File: src/rtl/core/etm_pkg.sv
// shared types and constants of the event timestamp matcher
package etm_pkg;

  // table and ring geometry
  localparam int unsigned SLOT_COUNT = 256;
  localparam int unsigned SLOT_W     = $clog2(SLOT_COUNT);
  localparam int unsigned RING_DEPTH = 64;
  localparam int unsigned RING_W     = $clog2(RING_DEPTH);

  // field widths
  localparam int unsigned SEC_W    = 8;
  localparam int unsigned NANOS_W  = 30;
  localparam int unsigned SUBSEC_W = 24;
  localparam int unsigned SUB_SHIFT = NANOS_W - SUBSEC_W;

  localparam logic [NANOS_W-1:0] WINDOW_RESET = NANOS_W'(10000);

  // word kinds
  localparam logic KIND_STORE   = 1'b0;
  localparam logic KIND_REQUEST = 1'b1;

  // control states
  typedef enum logic [1:0] {
    ST_IDLE,
    ST_SCAN,
    ST_DONE
  } state_t;

  // running search result handed from cell to cell
  typedef struct packed {
    logic               valid;
    logic               exact;
    logic               near;
    logic [NANOS_W-1:0] best;
    logic [SLOT_W-1:0]  slot;
  } scan_tok_t;

  // slot write broadcast
  typedef struct packed {
    logic               en;
    logic [SLOT_W-1:0]  idx;
    logic               occ;
    logic [SEC_W-1:0]   sec;
    logic [NANOS_W-1:0] nanos;
  } slot_wr_t;

  // slot clear broadcast after a hit
  typedef struct packed {
    logic              en;
    logic [SLOT_W-1:0] idx;
  } slot_clr_t;

endpackage

File: src/rtl/core/etm_cell.sv
// one slot of the timestamp table plus one stage of the search chain
module etm_cell (
  input  logic                              clk,
  input  logic                              rst,
  input  logic [etm_pkg::SLOT_W-1:0]        idx,
  input  etm_pkg::slot_wr_t                 wr,
  input  etm_pkg::slot_clr_t                clr,
  input  logic [etm_pkg::SEC_W-1:0]         want_sec,
  input  logic [etm_pkg::NANOS_W-1:0]       target,
  input  etm_pkg::scan_tok_t                tok_in,
  output etm_pkg::scan_tok_t                tok_out
);

  logic                          occ;
  logic [etm_pkg::SEC_W-1:0]     sec;
  logic [etm_pkg::NANOS_W-1:0]   nanos;

  logic                          sec_hit;
  logic                          sub_hit;
  logic [etm_pkg::NANOS_W-1:0]   delta;
  etm_pkg::scan_tok_t            tok_next;

  // occupancy flag, written by a store, cleared at reset and on a hit
  always_ff @(posedge clk) begin
    if (rst) begin
      occ <= 1'b0;
    end else if (wr.en && wr.idx == idx) begin
      occ <= wr.occ;
    end else if (clr.en && clr.idx == idx) begin
      occ <= 1'b0;
    end
  end

  // stored timestamp
  always_ff @(posedge clk) begin
    if (wr.en && wr.idx == idx) begin
      sec   <= wr.sec;
      nanos <= wr.nanos;
    end
  end

  // compare against the passing request
  always_comb begin
    sec_hit = occ && (sec == want_sec);
    sub_hit = nanos[etm_pkg::NANOS_W-1:etm_pkg::SUB_SHIFT] ==
              target[etm_pkg::NANOS_W-1:etm_pkg::SUB_SHIFT];
    delta   = (nanos >= target) ? (nanos - target) : (target - nanos);

    tok_next = tok_in;
    if (tok_in.valid && !tok_in.exact) begin
      if (sec_hit && sub_hit) begin
        tok_next.exact = 1'b1;
        tok_next.slot  = idx;
      end else if (sec_hit && delta < tok_in.best) begin
        tok_next.near = 1'b1;
        tok_next.best = delta;
        tok_next.slot = idx;
      end
    end
  end

  // hand the result on to the next cell
  always_ff @(posedge clk) begin
    if (rst) begin
      tok_out.valid <= 1'b0;
    end else begin
      tok_out <= tok_next;
    end
  end

endmodule

File: config.mk
export PLATFORM = sky130hd
export DESIGN_NAME = etm_cell
export DESIGN_NICKNAME = d
export VERILOG_FILES = /design/src/rtl/core/etm_pkg.sv /design/src/rtl/core/etm_cell.sv
export SDC_FILE = /design/constraint.sdc
export NUM_CORES = 1
export LEC_CHECK = 0
export ABC_AREA = 0
export BUFFER_PORTS_ARGS = -buffer_cell sky130_fd_sc_hd__buf_4
export CAP_MARGIN = 20
export CORE_UTILIZATION = 54
export CTS_CLUSTER_SIZE = 30
export DETAILED_ROUTE_END_ITERATION = 6
export PLACE_DENSITY = 0.81
export SLEW_MARGIN = 20
export SYNTH_ARGS = -nofsm -noshare
export SYNTH_HDL_FRONTEND = slang
export SYNTH_SLANG_ARGS = --single-unit
export TNS_END_PERCENT = 50
File: constraint.sdc
create_clock -name clk -period 7.5 [get_ports clk]
set_input_delay 1.125 -clock clk [delete_from_list [all_inputs] [get_ports clk]]
set_output_delay 1.125 -clock clk [all_outputs]
set_load 0.005 [all_outputs]
==> results of run 1 <==
-- worst max-delay path, cell delays in order --
cell	delay, ps
buf_4	80
ha_1	170
inv_1	60
fa_1	380
a41o_1	250
a221o_1	370
a222oi_1	350
nand4_1	190
nand2_2	430
buf_4	360
nor3_1	80
a21oi_1	260
a31oi_1	150
xnor2_1	260
ha_1	300
a21o_1	160
a21o_1	170
a21oi_1	180
nand2_1	60
a21oi_1	120
a211oi_1	80
nor3_2	200
buf_4	310
mux2_2	380
-- flip-flops by register name (all words and copies together), names as in the netlist --
signal	flops
tok_out	41
nanos	30
sec	8
occ	1
-- cell families after synthesis --
logic type               Yosys count  share of synthesized area
buffers and inverters            135                     0.0758
flip-flops                        80                      0.337
AO/OA/AOI/OAI                    211                      0.181
adder cells (fa/ha/maj)           90                      0.161
multiplexers                      50                     0.0781
XOR/XNOR                          52                     0.0644
AND/OR/NAND/NOR                  147                      0.103
-- synthesized netlist by cell type (all sizes together), types with 11 or more instances --
library cell,count,area share
xor2,29,0.036
a21oi,84,0.059
edfxtp,78,0.33
buf,21,0.015
nand2,43,0.023
nor2,31,0.016
nand4,19,0.017
o21bai,11,0.012
ha,88,0.16
mux2,41,0.065
a21o,23,0.024
o21ai,50,0.035
xnor2,23,0.029
inv,105,0.056
-- power by group through the flow --
stage	Clock (mW)	Combinational, mW	Sequential, mW
floorplan	0	0.203	0.528
global placement	0	0.347	0.527
detailed placement	0	0.354	0.527
CTS	0.452	0.357	0.518
global route	0.469	0.399	0.519
finish	0.448	0.361	0.518
-- final timing paths --
kind | start | to | slack (ps) | depth (start not counted)
setup / recovery | target[0] | tok_out[15]$_DFFE_PN_ | 1100 | 24
hold reg to reg | occ$_SDFFE_PP0P_ | occ$_SDFFE_PP0P_ | 520 | 2
hold / removal | occ$_SDFFE_PP0P_ | occ$_SDFFE_PP0P_ | 520 | 2
setup reg to reg | nanos[0]$_DFFE_PP_ | tok_out[15]$_DFFE_PN_ | 1470 | 24
-- metrics by stage --
stage / total power [mW] / std cells / setup slack, ps / util
after floorplan: 0.731 / 765 / 924 / -
after global placement: 0.874 / 1100 / 930 / 0.678
after detailed placement: 0.881 / 1100 / 809 / 0.678
after CTS: 1.33 / 1116 / 1160 / 0.702
after global routing: 1.39 / 1116 / 624 / 0.702
final: 1.33 / 1116 / 1100 / 0.702
-- metal layers --
| layer | up-vias | global-route usage | share of wire |
|---|---|---|---|
| met5 | - | 0 | 0 |
| met4 | 0 | 0.0940 | 0.023 |
| met3 | 29 | 0.0586 | 0.083 |
| met2 | 273 | 0.472 | 0.48 |
| met1 | 2932 | 0.343 | 0.42 |
| li1 | 3071 | - | - |
-- cell type report --
cell class,count,area [sq um],share of cell area
Clock inverter,7,70.1,0.00788
Inverter,105,394,0.0443
Clock buffer,9,225,0.0253
Timing Repair Buffer,193,1450,0.163
Sequential cell,80,2380,0.268
Tap cell,172,215,0.0242
Multi-Input combinational cell,550,4160,0.467
==> results.sh, run 1 <==
export IMPL_run_status="completed"
export IMPL_start_util=0.558
export IMPL_cts_clk_slew_worst_paths_ps=60
export IMPL_grt_pass1_vias=5974
export IMPL_dieArea_sq_mm=0.0136
export IMPL_setup_violations=0
export IMPL_tritoncts="done"
export IMPL_synth_nets=1001
export IMPL_hold_viol_final=0
export IMPL_p_switching_mw=0.382
export IMPL_die_x_um=116
export IMPL_clockBufferDepth=2
export IMPL_swShare=0.288
export IMPL_vias=6305
export IMPL_chipHeight_um=116
export IMPL_power_density_mw_per_mm2=149
export IMPL_area_growth_pct=25.8
export IMPL_cts_sinks=80
export IMPL_drc=0
export IMPL_tightest_slew_ps=954
export IMPL_period_share=0.854
export IMPL_hpwl_um=14500
export IMPL_p_clk_frac=0.338
export IMPL_path_max_fanout=24
export IMPL_irDropWorstVdd_uv=98.9
export IMPL_wl_per_cell_um=16.5
export IMPL_synth_async_sr_flop_share=0
export IMPL_pin_count=187
export IMPL_pwr_share_comb=0.272
export IMPL_fillers=1006
export IMPL_drv_slew=0
export IMPL_grt_pass1_wl_um=28700
export IMPL_cts_resized=0
export IMPL_via_per_inst=5.65
export IMPL_globalplace_congestion=0.973
export IMPL_cts_htree_levels=3
export IMPL_numCtsBuffers=9
export IMPL_grt_max_degree=41
export IMPL_rsz0062_at_grt="no"
export IMPL_ys_warn_count=0
export IMPL_grtUsageTotal=0.275
export IMPL_synth_cell_types=51
export IMPL_worstSetupPathType="in -> reg"
export IMPL_slew_headroom=0.364
export IMPL_drt_pass1_iterations=5
export IMPL_num_rows=41
export IMPL_synth_enable_flop_cells=78
export IMPL_finalWirelength_um=18400
export IMPL_grt_overflow_total=0
export IMPL_timing_fmax_mhz=156
export IMPL_io_buffers=186
export IMPL_nets=1175
export IMPL_layout_common_cells="193 x buf_4, 105 x inv_1, 88 x ha_1, 84 x a21oi_1, 78 x edfxtp_1"
export IMPL_syn_avg_cell_area_sq_um=9.24
export IMPL_synth_area_sq_mm=0.00707
export IMPL_setup_tns_ps=0
export IMPL_cts_root_buffer="clkbuf_16"
export IMPL_startpoint_type="primary input"
export IMPL_ys_ff_latch=80
export IMPL_min_period_ps=6400
export IMPL_hold_ws_ps=522
export IMPL_synth_cells=765
export IMPL_setup_worst_path_end_class="flop"
export IMPL_arrival_ps=6510
export IMPL_clock_skew_ps=4.97
export IMPL_final_common_cell="buf_4"
export IMPL_synth_flop_cell="edfxtp_1"
export IMPL_cts_setup_buffers=0
export IMPL_cp_required_ps=7600
export IMPL_intPower_mw=0.945
export IMPL_first_iter_violations=391
export IMPL_worstSkewPairLatency_ps=350
export IMPL_design_area_sq_mm=0.00889
export IMPL_fp_coreArea_sq_mm=0.0127
export IMPL_placed_area_sq_mm=0.00860
export IMPL_drive_gt1_frac=0.274
export IMPL_leakagePower_nw=4.21
export IMPL_ant_nets=0
export IMPL_yosysSeqAreaShare=0.337
export IMPL_drv_cap=0
export IMPL_ctsHoldBuffers=0
export IMPL_hold_path_class="reg -> reg"
export IMPL_antenna_found_initial=0
export IMPL_diodes=0
export IMPL_seqPwrFrac=0.390
(Power assumes the default switching activity.)
==> run 2, diff against run 1 <==
==> constraint.sdc (replaced) <==
create_clock -name clk -period 6.2 [get_ports clk]
set_input_delay 0.93 -clock clk [delete_from_list [all_inputs] [get_ports clk]]
set_output_delay 0.93 -clock clk [all_outputs]
set_load 0.005 [all_outputs]
==> run 2 against run 1 <==
Against the previous run:
- global-route usage increased by 0.28 points
- register-to-register slack got worse by 1200 ps
- critical path type unchanged
- clock-buffer cell count unchanged
- critical endpoint is now tok_out[25]$_DFFE_PN_
==> results.sh, run 2 (synthesized netlist as in run 1, its figures left out) <==
export IMPL_die_x_um=116
export IMPL_timing_fmax_mhz=164
export IMPL_pin_count=187
export IMPL_drv_slew=0
export IMPL_finalWirelength_um=19000
export IMPL_arrival_ps=6210
export IMPL_num_rows=41
export IMPL_cts_clk_slew_worst_paths_ps=60
export IMPL_tightest_slew_ps=975
export IMPL_cts_root_buffer="clkbuf_16"
export IMPL_wl_per_cell_um=16.6
export IMPL_hold_path_class="reg -> reg"
export IMPL_grt_pass1_wl_um=28600
export IMPL_min_period_ps=6100
export IMPL_drt_pass1_iterations=6
export IMPL_path_max_fanout=14
export IMPL_vias=6480
export IMPL_area_growth_pct=30.3
export IMPL_diodes=0
export IMPL_fin_cells=1149
export IMPL_grt_pass1_vias=5995
export IMPL_numCtsBuffers=9
export IMPL_grt_max_degree=41
export IMPL_io_buffers=186
export IMPL_clockBufferDepth=2
export IMPL_drc=0
export IMPL_globalplace_congestion=0.944
export IMPL_dieArea_sq_mm=0.0136
export IMPL_slew_headroom=0.350
export IMPL_tritoncts="done"
export IMPL_largest_reg_flops=41
export IMPL_pre_cts_slack_ps=-226
export IMPL_multi_input_area_sq_mm=0.00419
export IMPL_cp_required_ps=6300
export IMPL_grt_overflow_total=0
export IMPL_hold_viol_final=0
export IMPL_layout_common_cells="222 x buf_4, 105 x inv_1, 88 x ha_1, 84 x a21oi_1, 78 x edfxtp_1"
export IMPL_startpoint_type="primary input"
export IMPL_clock_skew_ps=7.89
export IMPL_cts_htree_levels=3
export IMPL_run_status="completed"
export IMPL_top_regs="tok_out (41), nanos (30), sec (8)"
export IMPL_setup_violations=0
export IMPL_place_inst=1128
export IMPL_worstSkewPairLatency_ps=350
export IMPL_final_seq_area_sq_mm=0.00238
export IMPL_power_density_mw_per_mm2=177
export IMPL_fillers=980
export IMPL_chipHeight_um=116
export IMPL_irDropWorstVdd_uv=113
export IMPL_grtUsageTotal=0.278
export IMPL_setup_worst_path_end_class="flop"
export IMPL_ant_nets=0
export IMPL_worstSetupPathType="in -> reg"
export IMPL_nets=1208
export IMPL_fin_ws_ps=95.4
export IMPL_largest_register="tok_out"
export IMPL_drv_cap=0
export IMPL_leakagePower_nw=4.38
export IMPL_via_per_inst=5.64
export IMPL_hpwl_um=15200
export IMPL_period_share=0.985
export IMPL_design_area_sq_mm=0.00921
export IMPL_first_iter_violations=454
export IMPL_drive_gt1_frac=0.304
export IMPL_start_util=0.558
export IMPL_final_common_cell="buf_4"
export IMPL_antenna_found_initial=0
export IMPL_placed_area_sq_mm=0.00883
export IMPL_cts_sinks=80
export IMPL_fp_coreArea_sq_mm=0.0127
==> run 2: per-layer routing <==
metal	vias up	GRT usage	wire (um)
li1	3144	-	-
met1	2994	0.351	7910
met2	304	0.461	9050
met4	0	0.118	567
met5	-	0	0
met3	38	0.0581	1510
==> run 2: path summary, 6_finish.rpt <==
path                                         start                    end  slack (ps)  cells past startpoint
worst max register to register  nanos[0]$_DFFE_PP_  tok_out[25]$_DFFE_PN_         290                     23
worst min-delay path              occ$_SDFFE_PP0P_       occ$_SDFFE_PP0P_         520                      2
worst max-delay path                     target[0]  tok_out[25]$_DFFE_PN_         100                     23
worst min register to register    occ$_SDFFE_PP0P_       occ$_SDFFE_PP0P_         520                      2
==> run 2: layout make-up <==
class,instances,area share
multi-input cells,550,0.455
clock buffers,9,0.0244
inverters,105,0.0428
well taps,172,0.0234
flip-flops and latches,80,0.259
clock inverters,7,0.00761
repair buffers,226,0.188
==> run 2: where the power goes <==
part / switching [mW] / internal [mW]
registers: 0.00752 / 0.618
logic: 0.233 / 0.230
clock network: 0.227 / 0.312
==> run 2: worst max-delay path: stages <==
cell      delay (ps)
buf_4             80
ha_1             170
inv_1             60
fa_1             400
a41o_1           260
a221o_1          390
a222oi_1         430
nand4_1          250
nand2_4          190
mux2_2           370
a221o_1          400
a31oi_1          230
xnor2_1          190
ha_1             300
a21o_1           160
a21oi_1          220
nand2_1           70
a21oi_1          150
a211oi_2          80
nor3_4           180
buf_4            180
buf_12           150
mux2_2           350
==> run 2: stage by stage <==
step           TNS, ps  power [mW]  utilization  hold WS, ps
6_report             0        1.63        0.727          522
3_5_place_dp     -4980        1.08        0.697          486
2_1_floorplan        0       0.885            -          456
3_3_place_gp      -242        1.07        0.697          474
5_1_grt           -282        1.70        0.727          537
4_1_cts              0        1.62        0.720          524
==> run 2: timing repair <==
action | 4_1_cts | 5_1_grt
hold buffers | 0 | 0
buffers inserted | 0 | 4
setup endpoints to repair | 0 | 34
gates resized for setup | 0 | 8
